File: src/sv/swfr_pkg.sv
// swfr_pkg: codes and fixed widths for the sliding-window sender.
// No dependencies; compiled first.
`default_nettype none

package swfr_pkg;

  // item function codes
  localparam logic [1:0] FUNC_SEND    = 2'd0;
  localparam logic [1:0] FUNC_ACK     = 2'd1;
  localparam logic [1:0] FUNC_TIMEOUT = 2'd2;

  // packet actions
  localparam logic [1:0] ACT_NONE = 2'd0;
  localparam logic [1:0] ACT_NEW  = 2'd1;
  localparam logic [1:0] ACT_RETX = 2'd2;

  // timer commands
  localparam logic [1:0] TMR_NONE    = 2'd0;
  localparam logic [1:0] TMR_START   = 2'd1;
  localparam logic [1:0] TMR_STOP    = 2'd2;
  localparam logic [1:0] TMR_RESTART = 2'd3;

  // duplicate ack counter
  localparam int unsigned DUP_W     = 3;
  localparam logic [DUP_W-1:0] DUP_LIMIT = 3'd4;
  localparam logic [DUP_W-1:0] DUP_ONE   = 3'd1;

  // configuration
  localparam int unsigned WIN_W           = 5;
  localparam logic [WIN_W-1:0] WIN_RESET  = 5'd4;
  localparam int unsigned APB_AW          = 3;
  localparam int unsigned APB_DW          = 32;
  localparam logic REG_WIN_LIMIT          = 1'b0;   // register index, from paddr[2]

endpackage : swfr_pkg

`default_nettype wire

File: src/sv/swfr_in_if.sv
// swfr_in_if / swfr_out_if: valid/ready channels of the sliding-window sender.
// Depends on nothing; widths set by parameters.
`default_nettype none

interface swfr_in_if #(
  parameter int unsigned SEQ_BITS     = 16,
  parameter int unsigned PAYLOAD_BITS = 32
);
  logic                    valid;
  logic                    ready;
  logic [1:0]              func;
  logic [PAYLOAD_BITS-1:0] payload_word;
  logic [SEQ_BITS-1:0]     ack_number;
  logic                    ack_checksum_good;

  modport source (output valid, func, payload_word, ack_number, ack_checksum_good,
                  input ready);
  modport sink   (input valid, func, payload_word, ack_number, ack_checksum_good,
                  output ready);
endinterface : swfr_in_if

interface swfr_out_if #(
  parameter int unsigned SEQ_BITS     = 16,
  parameter int unsigned PAYLOAD_BITS = 32
);
  logic                    valid;
  logic                    ready;
  logic [1:0]              packet_action;
  logic [SEQ_BITS-1:0]     packet_seq;
  logic [PAYLOAD_BITS-1:0] packet_payload;
  logic [1:0]              timer_command;
  logic [SEQ_BITS-1:0]     timer_seq;
  logic                    send_accepted;
  logic                    window_full;

  modport source (output valid, packet_action, packet_seq, packet_payload, timer_command,
                  timer_seq, send_accepted, window_full, input ready);
  modport sink   (input valid, packet_action, packet_seq, packet_payload, timer_command,
                  timer_seq, send_accepted, window_full, output ready);
endinterface : swfr_out_if

`default_nettype wire

File: src/sv/sliding_window_sender_fast_retransmit.sv
// Sliding-window sender with fast retransmit. An accepted beat waits in stage 1 for its
// ring read, then moves to the output register. Throughput: one beat per cycle unless
// stage 1 and the skid entry are full; the payload ring is one synchronous RAM, one write
// and one read per cycle. A two-entry output buffer keeps in_ch ready while a result waits.
// Reset (rst_n low, synchronous): window limit 4, sequence numbers 1, counts and flags 0,
// pipeline empty; ring not cleared. Depends on swfr_pkg and the interfaces in swfr_in_if.sv.
`default_nettype none

module sliding_window_sender_fast_retransmit #(
  parameter int unsigned MAX_WINDOW   = 16,
  parameter int unsigned SEQ_BITS     = 16,
  parameter int unsigned PAYLOAD_BITS = 32
) (
  input  wire logic                        clk,
  input  wire logic                        rst_n,
  swfr_in_if.sink                          in_ch,
  swfr_out_if.source                       out_ch,
  input  wire logic                        cfg_psel,
  input  wire logic                        cfg_penable,
  input  wire logic                        cfg_pwrite,
  input  wire logic [swfr_pkg::APB_AW-1:0] cfg_paddr,
  input  wire logic [swfr_pkg::APB_DW-1:0] cfg_pwdata,
  output logic      [swfr_pkg::APB_DW-1:0] cfg_prdata,
  output logic                             cfg_pready
);

  // in-flight count must hold MAX_WINDOW itself
  localparam int unsigned CW = $clog2(MAX_WINDOW + 1);
  localparam int unsigned AW = (MAX_WINDOW > 1) ? $clog2(MAX_WINDOW) : 1;
  localparam int unsigned EW = (CW > swfr_pkg::WIN_W) ? CW : swfr_pkg::WIN_W;
  localparam int unsigned DW = (CW > SEQ_BITS) ? CW : SEQ_BITS;

  typedef struct packed {
    logic [1:0]              packet_action;
    logic [SEQ_BITS-1:0]     packet_seq;
    logic [PAYLOAD_BITS-1:0] packet_payload;
    logic [1:0]              timer_command;
    logic [SEQ_BITS-1:0]     timer_seq;
    logic                    send_accepted;
    logic                    window_full;
  } res_t;

  // ring index: (base + off) mod MAX_WINDOW, sum stays below 2*MAX_WINDOW
  function automatic logic [AW-1:0] slot_of(input logic [AW-1:0] base,
                                            input logic [CW-1:0] off);
    logic [CW:0] sum;
    sum = (CW+1)'(base) + (CW+1)'(off);
    if (sum >= (CW+1)'(MAX_WINDOW)) begin
      sum = sum - (CW+1)'(MAX_WINDOW);
    end
    return sum[AW-1:0];
  endfunction

  // ---------------- configuration ----------------
  logic [swfr_pkg::WIN_W-1:0] window_r;
  logic                       cfg_wr;

  assign cfg_pready = 1'b1;
  assign cfg_wr     = cfg_psel & cfg_penable & cfg_pwrite;

  always_ff @(posedge clk) begin
    if (!rst_n) begin
      window_r <= swfr_pkg::WIN_RESET;
    end else if (cfg_wr && cfg_paddr[2] == swfr_pkg::REG_WIN_LIMIT) begin
      window_r <= cfg_pwdata[swfr_pkg::WIN_W-1:0];
    end
  end

  always_comb begin
    cfg_prdata = '0;
    if (cfg_paddr[2] == swfr_pkg::REG_WIN_LIMIT) begin
      cfg_prdata = swfr_pkg::APB_DW'(window_r);
    end
  end

  // ---------------- sender state ----------------
  logic [SEQ_BITS-1:0]        oldest_r, oldest_nxt;
  logic [SEQ_BITS-1:0]        next_seq_r, next_seq_nxt;
  logic [swfr_pkg::DUP_W-1:0] dup_r, dup_nxt;
  logic [CW-1:0]              inflight_r, inflight_nxt;
  logic                       waiting_r, waiting_nxt;
  logic [AW-1:0]              head_r, head_nxt;

  // stage 1: result waiting for the ring read data
  logic                    s1_v_r;
  res_t                    s1_res_r;
  logic                    s1_mem_r;     // payload comes from the ring
  logic [PAYLOAD_BITS-1:0] rd_data_r;

  // output register and skid entry
  logic out_v_r, sk_v_r;
  res_t out_res_r, sk_res_r;

  logic                    in_ready;
  logic                    acc;
  res_t                    res;
  logic                    use_mem;
  logic                    wr_en;
  logic [AW-1:0]           wr_addr;
  logic [EW-1:0]           eff_win;
  logic [SEQ_BITS-1:0]     ack_off;
  logic [swfr_pkg::DUP_W-1:0] dup_inc;
  logic [PAYLOAD_BITS-1:0] ring_mem [MAX_WINDOW];

  // stage 1 can always move on unless the skid entry is occupied
  assign in_ready    = !s1_v_r || !sk_v_r;
  assign in_ch.ready = in_ready;
  assign acc         = in_ch.valid & in_ready;

  // window sizes above MAX_WINDOW behave as MAX_WINDOW
  assign eff_win = (EW'(window_r) > EW'(MAX_WINDOW)) ? EW'(MAX_WINDOW) : EW'(window_r);
  assign ack_off = in_ch.ack_number - oldest_r;
  assign dup_inc = dup_r + swfr_pkg::DUP_ONE;

  always_comb begin
    oldest_nxt   = oldest_r;
    next_seq_nxt = next_seq_r;
    dup_nxt      = dup_r;
    inflight_nxt = inflight_r;
    waiting_nxt  = waiting_r;
    head_nxt     = head_r;
    res          = '0;
    use_mem      = 1'b0;
    wr_en        = 1'b0;
    wr_addr      = slot_of(head_r, inflight_r);

    unique case (in_ch.func)
      swfr_pkg::FUNC_SEND: begin
        if (EW'(inflight_r) < eff_win) begin
          wr_en              = 1'b1;
          waiting_nxt        = 1'b0;
          res.packet_action  = swfr_pkg::ACT_NEW;
          res.packet_seq     = next_seq_r;
          res.packet_payload = in_ch.payload_word;
          res.send_accepted  = 1'b1;
          if (inflight_r == '0) begin
            // first packet in flight starts the timer
            res.timer_command = swfr_pkg::TMR_START;
            res.timer_seq     = next_seq_r;
          end
          inflight_nxt = inflight_r + CW'(1);
          next_seq_nxt = next_seq_r + SEQ_BITS'(1);
        end else begin
          waiting_nxt = 1'b1;
        end
      end
      swfr_pkg::FUNC_ACK: begin
        if (inflight_r != '0 && in_ch.ack_checksum_good &&
            DW'(ack_off) <= DW'(inflight_r)) begin
          if (ack_off == '0) begin
            // duplicate ack
            dup_nxt = dup_inc;
            if (dup_inc == swfr_pkg::DUP_LIMIT) begin
              use_mem           = 1'b1;
              res.packet_action = swfr_pkg::ACT_RETX;
              res.packet_seq    = oldest_r;
              res.timer_command = swfr_pkg::TMR_RESTART;
              res.timer_seq     = oldest_r;
              dup_nxt           = '0;
            end else if (dup_inc == swfr_pkg::DUP_ONE) begin
              res.timer_command = swfr_pkg::TMR_RESTART;
              res.timer_seq     = oldest_r;
            end
          end else begin
            // new ack slides the window
            dup_nxt      = swfr_pkg::DUP_ONE;
            oldest_nxt   = in_ch.ack_number;
            inflight_nxt = inflight_r - CW'(ack_off);
            head_nxt     = slot_of(head_r, CW'(ack_off));
            if (inflight_r == CW'(ack_off)) begin
              res.timer_command = swfr_pkg::TMR_STOP;
              res.timer_seq     = oldest_r;
            end else begin
              res.timer_command = swfr_pkg::TMR_RESTART;
              res.timer_seq     = in_ch.ack_number;
            end
          end
        end
      end
      swfr_pkg::FUNC_TIMEOUT: begin
        if (inflight_r != '0) begin
          use_mem           = 1'b1;
          res.packet_action = swfr_pkg::ACT_RETX;
          res.packet_seq    = oldest_r;
          res.timer_command = swfr_pkg::TMR_RESTART;
          res.timer_seq     = oldest_r;
        end
      end
      default: ;
    endcase

    res.window_full = waiting_nxt;
  end

  always_ff @(posedge clk) begin
    if (!rst_n) begin
      oldest_r   <= SEQ_BITS'(1);
      next_seq_r <= SEQ_BITS'(1);
      dup_r      <= '0;
      inflight_r <= '0;
      waiting_r  <= 1'b0;
      head_r     <= '0;
    end else if (acc) begin
      oldest_r   <= oldest_nxt;
      next_seq_r <= next_seq_nxt;
      dup_r      <= dup_nxt;
      inflight_r <= inflight_nxt;
      waiting_r  <= waiting_nxt;
      head_r     <= head_nxt;
    end
  end

  // Payload ring. Every beat reads the head and a send also writes the tail; every write
  // lands at its own accept edge, so a later read never overlaps a pending write.
  always_ff @(posedge clk) begin
    if (acc && wr_en) begin
      ring_mem[wr_addr] <= in_ch.payload_word;
    end
    if (acc) begin
      rd_data_r <= ring_mem[head_r];
    end
  end

  // ---------------- stage 1 and output buffer ----------------
  res_t push_res;
  logic push;
  logic pop;

  always_comb begin
    push_res = s1_res_r;
    if (s1_mem_r) begin
      push_res.packet_payload = rd_data_r;
    end
  end

  assign push = s1_v_r && !sk_v_r;
  assign pop  = out_v_r && out_ch.ready;

  always_ff @(posedge clk) begin
    if (!rst_n) begin
      s1_v_r <= 1'b0;
    end else if (acc) begin
      s1_v_r <= 1'b1;
    end else if (push) begin
      s1_v_r <= 1'b0;
    end
  end

  always_ff @(posedge clk) begin
    if (acc) begin
      s1_res_r <= res;
      s1_mem_r <= use_mem;
    end
  end

  always_ff @(posedge clk) begin
    if (!rst_n) begin
      out_v_r <= 1'b0;
      sk_v_r  <= 1'b0;
    end else if (sk_v_r) begin
      if (pop) begin
        out_res_r <= sk_res_r;
        sk_v_r    <= 1'b0;
      end
    end else if (push) begin
      if (!out_v_r || pop) begin
        out_res_r <= push_res;
        out_v_r   <= 1'b1;
      end else begin
        sk_res_r <= push_res;
        sk_v_r   <= 1'b1;
      end
    end else if (pop) begin
      out_v_r <= 1'b0;
    end
  end

  assign out_ch.valid          = out_v_r;
  assign out_ch.packet_action  = out_res_r.packet_action;
  assign out_ch.packet_seq     = out_res_r.packet_seq;
  assign out_ch.packet_payload = out_res_r.packet_payload;
  assign out_ch.timer_command  = out_res_r.timer_command;
  assign out_ch.timer_seq      = out_res_r.timer_seq;
  assign out_ch.send_accepted  = out_res_r.send_accepted;
  assign out_ch.window_full    = out_res_r.window_full;

endmodule : sliding_window_sender_fast_retransmit

`default_nettype wire

File: src/flat_wrapper.sv
// flat-port wrapper written by rule: the top's interface ports become plain ports
module sliding_window_sender_fast_retransmit_flat 
#(
  parameter int unsigned MAX_WINDOW   = 16,
  parameter int unsigned SEQ_BITS     = 16,
  parameter int unsigned PAYLOAD_BITS = 32
)
  (clk, rst_n, cfg_psel, cfg_penable, cfg_pwrite, cfg_paddr, cfg_pwdata, cfg_prdata, cfg_pready, in_ch_valid, in_ch_func, in_ch_payload_word, in_ch_ack_number, in_ch_ack_checksum_good, in_ch_ready, out_ch_valid, out_ch_packet_action, out_ch_packet_seq, out_ch_packet_payload, out_ch_timer_command, out_ch_timer_seq, out_ch_send_accepted, out_ch_window_full, out_ch_ready);
  swfr_in_if #(.SEQ_BITS(SEQ_BITS), .PAYLOAD_BITS(PAYLOAD_BITS)) in_ch_i ();
  swfr_out_if #(.SEQ_BITS(SEQ_BITS), .PAYLOAD_BITS(PAYLOAD_BITS)) out_ch_i ();
  input  wire logic clk;
  input  wire logic rst_n;
  input  wire logic cfg_psel;
  input  wire logic cfg_penable;
  input  wire logic cfg_pwrite;
  input  wire logic [swfr_pkg::APB_AW-1:0] cfg_paddr;
  input  wire logic [swfr_pkg::APB_DW-1:0] cfg_pwdata;
  output logic      [swfr_pkg::APB_DW-1:0] cfg_prdata;
  output logic cfg_pready;
  input wire logic [$bits(in_ch_i.valid)-1:0] in_ch_valid;
  input wire logic [$bits(in_ch_i.func)-1:0] in_ch_func;
  input wire logic [$bits(in_ch_i.payload_word)-1:0] in_ch_payload_word;
  input wire logic [$bits(in_ch_i.ack_number)-1:0] in_ch_ack_number;
  input wire logic [$bits(in_ch_i.ack_checksum_good)-1:0] in_ch_ack_checksum_good;
  output wire logic [$bits(in_ch_i.ready)-1:0] in_ch_ready;
  output wire logic [$bits(out_ch_i.valid)-1:0] out_ch_valid;
  output wire logic [$bits(out_ch_i.packet_action)-1:0] out_ch_packet_action;
  output wire logic [$bits(out_ch_i.packet_seq)-1:0] out_ch_packet_seq;
  output wire logic [$bits(out_ch_i.packet_payload)-1:0] out_ch_packet_payload;
  output wire logic [$bits(out_ch_i.timer_command)-1:0] out_ch_timer_command;
  output wire logic [$bits(out_ch_i.timer_seq)-1:0] out_ch_timer_seq;
  output wire logic [$bits(out_ch_i.send_accepted)-1:0] out_ch_send_accepted;
  output wire logic [$bits(out_ch_i.window_full)-1:0] out_ch_window_full;
  input wire logic [$bits(out_ch_i.ready)-1:0] out_ch_ready;
  assign in_ch_i.valid = in_ch_valid;
  assign in_ch_i.func = in_ch_func;
  assign in_ch_i.payload_word = in_ch_payload_word;
  assign in_ch_i.ack_number = in_ch_ack_number;
  assign in_ch_i.ack_checksum_good = in_ch_ack_checksum_good;
  assign in_ch_ready = in_ch_i.ready;
  assign out_ch_valid = out_ch_i.valid;
  assign out_ch_packet_action = out_ch_i.packet_action;
  assign out_ch_packet_seq = out_ch_i.packet_seq;
  assign out_ch_packet_payload = out_ch_i.packet_payload;
  assign out_ch_timer_command = out_ch_i.timer_command;
  assign out_ch_timer_seq = out_ch_i.timer_seq;
  assign out_ch_send_accepted = out_ch_i.send_accepted;
  assign out_ch_window_full = out_ch_i.window_full;
  assign out_ch_i.ready = out_ch_ready;
  sliding_window_sender_fast_retransmit #(.MAX_WINDOW(MAX_WINDOW), .SEQ_BITS(SEQ_BITS), .PAYLOAD_BITS(PAYLOAD_BITS)) u_core (.clk(clk), .rst_n(rst_n), .in_ch(in_ch_i), .out_ch(out_ch_i), .cfg_psel(cfg_psel), .cfg_penable(cfg_penable), .cfg_pwrite(cfg_pwrite), .cfg_paddr(cfg_paddr), .cfg_pwdata(cfg_pwdata), .cfg_prdata(cfg_prdata), .cfg_pready(cfg_pready));
endmodule
File: config.mk
export PLATFORM = sky130hd
export DESIGN_NAME = sliding_window_sender_fast_retransmit_flat
export DESIGN_NICKNAME = d
export VERILOG_FILES = /design/src/sv/swfr_pkg.sv /design/src/sv/swfr_in_if.sv /design/src/sv/sliding_window_sender_fast_retransmit.sv /design/src/flat_wrapper.sv
export SDC_FILE = /design/constraint.sdc
export NUM_CORES = 1
export LEC_CHECK = 0
export BUFFER_PORTS_ARGS = -buffer_cell sky130_fd_sc_hd__buf_2
export CAP_MARGIN = 20
export CELL_PAD_IN_SITES_DETAIL_PLACEMENT = 1
export CELL_PAD_IN_SITES_GLOBAL_PLACEMENT = 1
export CORE_MARGIN = 4
export CORE_UTILIZATION = 45
export CTS_CLUSTER_SIZE = 10
export DETAILED_ROUTE_END_ITERATION = 10
export GPL_TIMING_DRIVEN = 0
export PLACE_DENSITY_LB_ADDON = 0.25
export SYNTH_ARGS = -nofsm -noshare
export SYNTH_HDL_FRONTEND = slang
export SYNTH_SLANG_ARGS = --single-unit
File: constraint.sdc
create_clock -name clk -period 12.5 [get_ports clk]
set_clock_uncertainty 0.1 [all_clocks]
set_input_delay 0 -clock clk [delete_from_list [all_inputs] [get_ports clk]]
set_output_delay 0 -clock clk [all_outputs]
set_load 0.01 [all_outputs]
==> results of run 1 <==
[critical path: stages (launching register included)]
cell and delay (ns):
dfxtp_1 0.37, ha_1 0.24, fa_1 0.40, nor2b_1 0.23, o22ai_1 0.19, xor2_1 0.17, inv_1 0.06, ha_1 0.37
nand3_1 0.28, o221ai_1 0.17, o2111a_1 0.31, nand2_1 0.14, nor4_2 0.95, nand2_1 0.35, o41ai_1 0.76
[cells in the mapped netlist (all sizes together), types with 9 or more instances]
cell type  number  area [um2]
mux4          160        3600
dfxtp          53        1060
o21ai          35         175
a22o           16         140
o221ai         13         114
clkbuf         63         236
a22oi          18         135
nor3           20         100
mux2          102        1150
a21oi          55         279
xor2           12         105
buf            54         313
ha             44         551
nand2b          9        56.3
inv            38         143
edfxtp        755       22700
nand3          29         145
and3           10        62.6
nor3b          12        90.1
nand2          31         116
nand4          25         156
a21o           11        82.6
nand4b         13         114
nor2b          10        62.6
nor2           58         218
xnor2          16         140
and2           40         250
[worst max path at each step]
stage,startpoint,endpoint,cells past startpoint
finish,u_core.oldest_r[0],u_core.push_res[5],14
global route,u_core.oldest_r[0],u_core.push_res[5],14
CTS,u_core.oldest_r[0],u_core.push_res[5],14
detailed placement,u_core.oldest_r[0],u_core.push_res[5],14
global placement,u_core.sk_v_r,u_core.sk_res_r[31],3
floorplan,u_core.sk_v_r,u_core.sk_res_r[0],3
[final cells by class]
cell class / instances / area, um2 / area share
plain buffers: 117 / 549 / 0.0139
repair buffers: 269 / 2270 / 0.0575
flip-flops and latches: 808 / 23700 / 0.602
clock buffers: 121 / 2410 / 0.0611
well taps: 959 / 1200 / 0.0304
clock inverters: 11 / 135 / 0.00343
diodes: 2 / 5.00 / 0.000127
inverters: 38 / 148 / 0.00374
multi-input cells: 868 / 9000 / 0.228
[cell families after synthesis]
logic type / share of synthesized area
AO/OA/AOI/OAI: 0.0458
XOR/XNOR: 0.00739
adder cells (fa/ha/maj): 0.0190
buffers and inverters: 0.0209
flip-flops: 0.715
multiplexers: 0.145
other: 0.000226
AND/OR/NAND/NOR: 0.0462
[sequential cells by signal, summed over array words and instances (netlist names), 16 cells and up]
register / flops
u_core.sk_res_r: 70
u_core.out_ch.packet_payload: 32
u_core.rd_data_r: 32
u_core.oldest_r: 16
u_core.push_res: 38
u_core.out_ch.packet_seq: 16
u_core.out_ch.timer_seq: 16
u_core.next_seq_r: 16
u_core.ring_mem: 512
u_core.s1_res_r: 32
[metal layers]
| layer | global-route usage | wire (um) | part of all wire | vias up |
|---|---|---|---|---|
| met5 | 0 | 0 | 0 | - |
| met4 | 0.0605 | 2070 | 0.024 | 0 |
| met3 | 0.0347 | 4820 | 0.055 | 136 |
| met2 | 0.387 | 44800 | 0.51 | 617 |
| met1 | 0.301 | 35900 | 0.41 | 9831 |
| li1 | - | - | - | 8066 |
[power by group]
part           switching (mW)  leakage, nW  internal [mW]  total (mW)
registers              0.0130         7.36           3.00        3.01
clock network            1.02         1.23           1.34        2.36
logic                   0.157         4.35         0.0977       0.255
total                    1.19         12.9           4.44        5.62
[what timing repair did]
| action | in CTS | in global routing |
|---|---|---|
| endpoints found under the hold margin | 621 | 0 |
| hold buffers | 68 | 0 |
| buffers inserted | 0 | 0 |
==> impl_metrics.ini, run 1 <==
[layout]
area_growth_pct = 18.9
most-common-layout-cells = edfxtp_1, mux4_2, buf_2, mux2_2
fill_cells = 6605
final_util = 0.541
drive_gt1_frac = 0.280
design_area_mm2 = 0.0394
nNetsFinal = 2335
mostFrequentLayoutCell = edfxtp_1
stdcell_count = 3193

[global_route]
antenna_found_initial = 2
grt_max_degree = 92
grt_pass1_wl_mm = 131
grt-ovfl-total = 0
grt_pass1_vias = 19900
grt_usage = 0.225

[critical_path]
critPathRequiredTime_ns = 12.75
path_max_fanout = 8
start_kind = register
end_kind = register
ff2ff_path_depth = 14
reg2reg_from = u_core.oldest_r[0]
reg2reg_slack_ns = 7.09
r2r_end = u_core.push_res[5]
arrival_ns = 5.66
crit_type = register to register

[sta]
max_slew_margin = 0.275
fmax_mhz = 185
tightest_slew_ns = 1.09
setup-violations-final = 0
worst_slack_ns = 7.09
holdWs_ns = 0.0614
rsz0062_at_grt = false
finalHoldViolCount = 0
setup_tns_ns = 0
finalMaxSlewViolations = 0
finalCriticalPeriod_ns = 5.41
finalCritPeriodShare = 0.433

[floorplan]
die_w_um = 280
start_util = 0.455
rows = 99
die_height_um = 280
core-area_mm2 = 0.0730
io_pins = 198
die-area_mm2 = 0.0781

[detailed_routing]
dr_total_vias = 18700
routed_wirelength_mm = 87.6
drc_errors = 0
drtIter0Drc = 1545
viasPerCell = 5.84
post_drt_wl_per_cell_um = 27.4
firstDrtPassIters = 7
ant_nets = 0

[cts]
numCtsBuffers = 92
cts_tree = built
cts-root-buf = clkbuf_16
cts-resized-gates = 0
path_clk_slew_ns = 0.06
clock_latency_ns = 0.65
cts.sinks = 808
clockBufferDepth = 3
cts_max_level = 3

[yosys]
synthFlopType = edfxtp_1
synth-seq-cells = 808
ys_warn_count = 0
synth_seq_area_share = 0.715
yosysUniqueCellTypes = 70
postSynthCellCount = 1805
syn_area_per_cell_um2 = 18.4
netlist_area_mm2 = 0.0332
synth_edf_count = 755
async_reset_ff_frac = 0

[placed_design]
place_area_mm2 = 0.0361
portBuffers = 140
dpl.cell_count = 2985
place_worst_setup_slack_ns = 7.16
dp_hpwl_mm = 58.7
gp_congestion = 0.887

[power]
power.total_mw = 5.62
vdd_drop_max_mv = 0.118
leakage_nw = 12.9
p_per_area_mw_per_mm2 = 143

[flow_run]
cap_violations = 0

[worst_hold_path]
holdPathEnd = u_core.sk_v_r
min_path_type = input pin to register
whs_path_depth = 3
min_from = out_ch_ready

[run_status]
outcome = complete, no violations
(Power assumes the default switching activity.)
==> run 2, diff against run 1 <==
--- a/config.mk
+++ b/config.mk
@@ -5,6 +5,7 @@
 export SDC_FILE = /design/constraint.sdc
 export NUM_CORES = 1
 export LEC_CHECK = 0
+export ABC_AREA = 1
 export BUFFER_PORTS_ARGS = -buffer_cell sky130_fd_sc_hd__buf_2
 export CAP_MARGIN = 20
 export CELL_PAD_IN_SITES_DETAIL_PLACEMENT = 1
==> constraint.sdc (replaced) <==
create_clock -name clk -period 4.44 [get_ports clk]
set_clock_uncertainty 0.1 [all_clocks]
set_input_delay 0 -clock clk [delete_from_list [all_inputs] [get_ports clk]]
set_output_delay 0 -clock clk [all_outputs]
set_load 0.01 [all_outputs]
==> run 2 against run 1 <==
Effect of this change:
- first-iteration DRC count is 60% higher
- synthesized cell count is 63% higher
- clock power grew to 2.9 times the previous value
- clock-buffer cell count is 13 higher
- register-to-register slack worse by 6.8 ns
- critical endpoint is now u_core.oldest_r[15]
- largest power group unchanged
==> impl_metrics.ini, run 2 <==
[run_status]
outcome = complete, no violations

[yosys]
synthFlopType = edfxtp_1
postSynthCellCount = 2938
netlist_top_cells_count = edfxtp_1, nand2_1, nor2_1
synth-seq-cells = 808
netlist.area_leader.share = 0.659
netlist_area_mm2 = 0.0344
syn_area_per_cell_um2 = 11.7
synth_edf_count = 755
async_reset_ff_frac = 0
synth_top_area_cell = edfxtp_1
netlist_top_cells_area = edfxtp_1, nand2_1, nor2_1, o21ai_0, dfxtp_1
ys_warn_count = 0
synth.most_common_cell = edfxtp_1
yosysUniqueCellTypes = 56
synth_seq_area_share = 0.690

[sta]
fmax_mhz = 242
finalMaxSlewViolations = 0
max_slew_margin = 0.316
finalHoldViolCount = 0
setup_tns_ns = 0
setup-violations-final = 0
rsz0062_at_grt = false
finalCriticalPeriod_ns = 4.13
finalCritPeriodShare = 0.929
tightest_slew_ns = 1.03

[layout]
most-common-layout-cells = edfxtp_1, nand2_1, nor2_1, o21ai_0, inv_1
largest_register = u_core.ring_mem
largest_reg_flops = 512
mostFrequentLayoutCell = edfxtp_1
nNetsFinal = 3442
fill_cells = 7914
area_growth_pct = 17.7
drive_gt1_frac = 0.127

[critical_path]
crit_path_frequent_cell = inv_1
reg2reg_slack_ns = 0.31
cpLargestDelayFamily = simple AND/OR/NAND/NOR gates
path_buf_inv = 6
crit_slowest_cell = dlygate4sd3_1
crit_type = register to register
r2r_end = u_core.oldest_r[15]
arrival_ns = 4.54
end_kind = register
critPathRequiredTime_ns = 4.86
ff2ff_path_depth = 20
critPathMaxStageDelay_ns = 0.55
crit_chain = inv_1 -> ha_1 -> nand3_1 -> nand3_2 -> xnor2_4 -> inv_1 -> ha_1 -> nand2_1 -> inv_1 -> nand4_1 -> inv_2 -> o21ai_1 -> nor2_2 -> nand4_4 -> nor2_8 -> nand2_4 -> buf_6 -> nor2_1 -> nor2_1 -> dlygate4sd3_1
start_kind = register
reg2reg_from = u_core.oldest_r[1]
path_max_fanout = 10

[flow_run]
cap_violations = 0

[floorplan]
die-area_mm2 = 0.0810
start_util = 0.454
die_w_um = 285
rows = 101
core-area_mm2 = 0.0758
io_pins = 198
die_height_um = 285

[detailed_routing]
ant_nets = 0
firstDrtPassIters = 5
viasPerCell = 5.84
post_drt_wl_per_cell_um = 26.4
dr_total_vias = 25300
drtIter0Drc = 2468
routed_wirelength_mm = 114
drc_errors = 0

[cts]
cts_tree = built
numCtsBuffers = 93
cts.sinks = 808
clockBufferDepth = 3
clock_latency_ns = 0.66
path_clk_slew_ns = 0.06
cts-root-buf = clkbuf_16
cts_max_level = 3

[global_route]
grt_pass1_wl_mm = 169
grt-ovfl-total = 0
grt_pass1_vias = 26300
antenna_found_initial = 6
grt_usage = 0.278
grt_max_degree = 66

[placed_design]
portBuffers = 140
dp_hpwl_mm = 79.6
gp_congestion = 0.876

[worst_hold_path]
min_path_type = input pin to register
min_from = in_ch_valid
whs_path_depth = 3
holdPathEnd = u_core.s1_v_r

[power]
vdd_drop_max_mv = 0.347
leakage_nw = 14.9
p_per_area_mw_per_mm2 = 403
power.total_mw = 16.3
-- run 2: logic make-up (layout without fill, tap and decap cells) --
logic type / after synthesis / after routing / synth area share
AOI/OAI and AO/OA: 553 / 553 / 0.0968
xor gates and xnor gates: 18 / 18 / 0.00502
adders and majority gates: 48 / 48 / 0.0183
buffers and inverters: 363 / 747 / 0.0437
DFF: 808 / 808 / 0.690
muxes: 32 / 32 / 0.0105
other: 2 / 29 / 0.000218
and+or+nand+nor: 1114 / 1114 / 0.136
-- run 2: worst max-delay path by stage --
stage          slack [ns]  depth (start not counted)                  from                 endpoint
2_1_floorplan        0.14                          4   u_core.out_ch.valid       u_core.sk_res_r[0]
3_3_place_gp        -1.70                          8  u_core.inflight_r[2]  u_core.ring_mem[15][27]
3_5_place_dp         0.19                         20    u_core.oldest_r[1]       u_core.push_res[4]
4_1_cts              0.02                         20    u_core.oldest_r[1]      u_core.oldest_r[15]
5_1_grt              0.06                         19    u_core.oldest_r[0]       u_core.oldest_r[1]
6_report             0.31                         20    u_core.oldest_r[1]      u_core.oldest_r[15]
-- run 2: repair_timing --
item / CTS / global route
endpoints found under the hold margin: 625 / 0
buffers inserted: 0 / 4
hold buffers: 74 / 0
endpoints found under the setup margin: 0 / 9
gates resized for setup: 0 / 6
-- run 2: area by class of cell --
class,instances,area [um2],share of cell area
repair buffers,242,1950,0.0482
plain buffers,181,821,0.0203
clock buffers,134,2540,0.0628
well taps,978,1220,0.0302
multi-input cells,1793,9440,0.233
inverters,182,686,0.0169
clock inverters,8,101,0.00250
diodes,1,2.50,0.0000618
flip-flops and latches,808,23700,0.586
-- run 2: power by group --
part / internal [mW] / switching, mW / leakage (nW)
Sequential: 8.45 / 0.0459 / 7.36
Clock: 3.98 / 2.95 / 1.27
Combinational: 0.280 / 0.596 / 6.22
Total: 12.7 / 3.59 / 14.9
-- run 2: per-stage QoR --
stage          hold WS (ns)  setup slack (ns)  utilization  cells  instance area, um2
3_3_place_gp          0.120             -1.70        0.481   4082               36500
6_report             0.0496             0.314        0.534   4327               40500
2_1_floorplan       -0.0525             0.143            -   2964               34500
3_5_place_dp          0.134             0.189        0.489   4105               37100
5_1_grt              0.0456            0.0562        0.534   4326               40500
4_1_cts             0.00435            0.0158        0.533   4321               40500
-- run 2: worst reg2reg max path: cells and delay by family, from the launching register on --
| kind | cells | cell delay (ns) |
|---|---|---|
| xor+xnor | 1 | 0.20 |
| fa+ha+maj | 2 | 0.70 |
| compound gates | 1 | 0.09 |
| simple gates | 10 | 1.36 |
| buf+inv | 6 | 1.16 |
| flops | 1 | 0.41 |
-- run 2: metal layers --
metal	track usage	vias up	part of all wire
met5	0	-	0.00025
met4	0.120	4	0.048
met3	0.0512	324	0.076
met2	0.481	1183	0.50
met1	0.343	12600	0.38
li1	-	11100	-
==> run 3, diff against run 2 <==
--- a/config.mk
+++ b/config.mk
@@ -10,12 +10,13 @@
 export CAP_MARGIN = 20
 export CELL_PAD_IN_SITES_DETAIL_PLACEMENT = 1
 export CELL_PAD_IN_SITES_GLOBAL_PLACEMENT = 1
+export CORE_ASPECT_RATIO = 0.8
 export CORE_MARGIN = 4
 export CORE_UTILIZATION = 45
 export CTS_CLUSTER_SIZE = 10
 export DETAILED_ROUTE_END_ITERATION = 10
 export GPL_TIMING_DRIVEN = 0
-export PLACE_DENSITY_LB_ADDON = 0.25
+export PLACE_DENSITY = 0.73
 export SYNTH_ARGS = -nofsm -noshare
 export SYNTH_HDL_FRONTEND = slang
 export SYNTH_SLANG_ARGS = --single-unit
==> run 3 against run 2 <==
Effect of this change:
- largest power group unchanged
- sequential power about the same
- largest cell class unchanged
- critical path type unchanged
- maximum frequency decreased by 2.4%
- critical path depth decreased by 1
==> impl_metrics.ini, run 3 (synthesized netlist as in run 2, its figures left out) <==
[run_status]
outcome = complete, no violations

[cts]
clockBufferDepth = 3
cts.sinks = 808
path_clk_slew_ns = 0.06
numCtsBuffers = 92
clock_latency_ns = 0.67
cts_max_level = 3
cts_tree = built
cts-root-buf = clkbuf_16

[critical_path]
start_kind = register
crit_start = u_core.oldest_r[0]
critPathMaxStageDelay_ns = 0.56
cpLargestDelayFamily = simple AND/OR/NAND/NOR gates
path_buf_inv = 5
crit_slowest_cell = dlygate4sd3_1
critPathRequiredTime_ns = 4.90
path_max_fanout = 10
arrival_ns = 4.68
reg2reg_from = u_core.oldest_r[0]
end_kind = register
crit_chain = ha_1 -> fa_1 -> inv_1 -> nand3_1 -> nand2_4 -> xor2_2 -> inv_1 -> ha_1 -> nand4_1 -> inv_2 -> o21ai_1 -> nor2_2 -> nand4_4 -> nor2_8 -> nand2_4 -> buf_6 -> nor2_1 -> nor2_1 -> dlygate4sd3_1
crit_type = register to register

[global_route]
antenna_found_initial = 3
use_met3 = 0.0651
grt_busiest_layer = met2
grt_pass1_vias = 26700
grt_usage = 0.291
met2_usage = 0.442
use_met1 = 0.410
grt_max_degree = 77
grt_pass1_wl_mm = 173
grt-ovfl-total = 0

[layout]
fill_cells = 7901
mostFrequentLayoutCell = edfxtp_1
drive_gt1_frac = 0.126
area_growth_pct = 17.7
largest_reg_flops = 512
most-common-layout-cells = edfxtp_1, nand2_1, nor2_1, o21ai_0, inv_1
nNetsFinal = 3443
final_util = 0.536
largest_register = u_core.ring_mem

[worst_hold_path]
min_from = in_ch_ack_number[9]
min_path_type = input pin to register

[power]
comb_power_share = 0.055
p_int_mw = 12.6
leakage_nw = 14.8
vdd_drop_max_mv = 0.276
switching_power_mw = 3.58
p_clk_frac = 0.419
pwr-share-seq = 0.525
swShare = 0.221
p_per_area_mw_per_mm2 = 399

[floorplan]
die-area_mm2 = 0.0810
die_height_um = 255
die_w_um = 317
start_util = 0.456
io_pins = 198
rows = 90
core-area_mm2 = 0.0756

[placed_design]
portBuffers = 140
place_worst_setup_slack_ns = 0.208
dp_hpwl_mm = 81.7
gp_congestion = 0.874

[sta]
finalHoldViolCount = 0
max_slew_margin = 0.245
holdWs_ns = 0.0503
worst_slack_ns = 0.211
finalCritPeriodShare = 0.952
finalMaxSlewViolations = 0
fmax_mhz = 236
rsz0062_at_grt = true
setup-violations-final = 0
finalCriticalPeriod_ns = 4.23
tightest_slew_ns = 1.13

[detailed_routing]
dr_total_vias = 25700
ant_nets = 0
viasPerCell = 5.91
routed_wirelength_mm = 119
post_drt_wl_per_cell_um = 27.4
drc_errors = 0
firstDrtPassIters = 7
drtIter0Drc = 3073

[flow_run]
cap_violations = 0
## run 3: changes by cell type in the layout (fill, tap and decap cells not counted), moves of 2 or more
| cell | delta |
|---|---|
| clkinv_1 | +2 |
| clkbuf_1 | -12 |
| buf_12 | +3 |
| clkinv_8 | -2 |
| buf_4 | -2 |
## run 3: layout make-up
type                       instances  area, um2  share of cell area
clock buffer                     123       2500              0.0618
antenna                            1       2.50           0.0000618
buffer                           181        822              0.0203
tap                             1012       1270              0.0313
multi-input combinational       1793       9440               0.233
inverter                         182        686              0.0169
timing repair buffer             244       2030              0.0500
sequential                       808      23700               0.586
clock inverter                     5       30.0            0.000741
## run 3: path summary, 6_finish.rpt
path	end	slack (ns)	depth (start not counted)
worst max register to register	u_core.oldest_r[15]	0.21	19
worst min register to register	u_core.sk_res_r[18]	0.35	0
worst min-delay path	u_core.oldest_r[9]	0.05	4
worst max-delay path	u_core.oldest_r[15]	0.21	19
## run 3: routing by layer
metal  part of all wire  wire, um  vias up
met3              0.094     11200      282
met5           0.000092        11        -
li1                   -         -    11100
met1               0.41     49300    13000
met4              0.043      5080        2
met2               0.45     53600     1339
## run 3: worst register-to-register path, stage by stage, from the launching register on
cell,delay (ns)
dfxtp_1,0.37
ha_1,0.24
fa_1,0.39
inv_1,0.17
nand3_1,0.15
nand2_4,0.13
xor2_2,0.17
inv_1,0.06
ha_1,0.33
nand4_1,0.17
inv_2,0.14
o21ai_1,0.10
nor2_2,0.18
nand4_4,0.20
nor2_8,0.17
nand2_4,0.12
buf_6,0.17
nor2_1,0.11
nor2_1,0.06
dlygate4sd3_1,0.56
## run 3: power by group through the flow
stage          registers [mW]  logic [mW]  clock network (mW)
2_1_floorplan            8.65       0.440                   0
6_report                 8.49       0.894                6.78
3_3_place_gp             8.65       0.758                   0
5_1_grt                  8.50       0.973                7.17
4_1_cts                  8.50       0.881                6.82
3_5_place_dp             8.65       0.821                   0
## run 3: what timing repair did
action | in CTS | in global routing
resized for setup | 0 | 7
setup endpoints to repair | 0 | 35
hold endpoints to repair | 606 | 0
hold buffers | 75 | 0
buffers inserted | 0 | 5
## run 3: per-stage QoR
stage          cell area [um2]  cells  setup TNS [ns]  power [mW]
2_1_floorplan            34500   2964               0        9.09
3_3_place_gp             36500   4116         -888.20        9.41
3_5_place_dp             37100   4140               0        9.47
4_1_cts                  40400   4343               0        16.2
5_1_grt                  40500   4348         -0.0465        16.6
6_report                 40500   4349               0        16.2
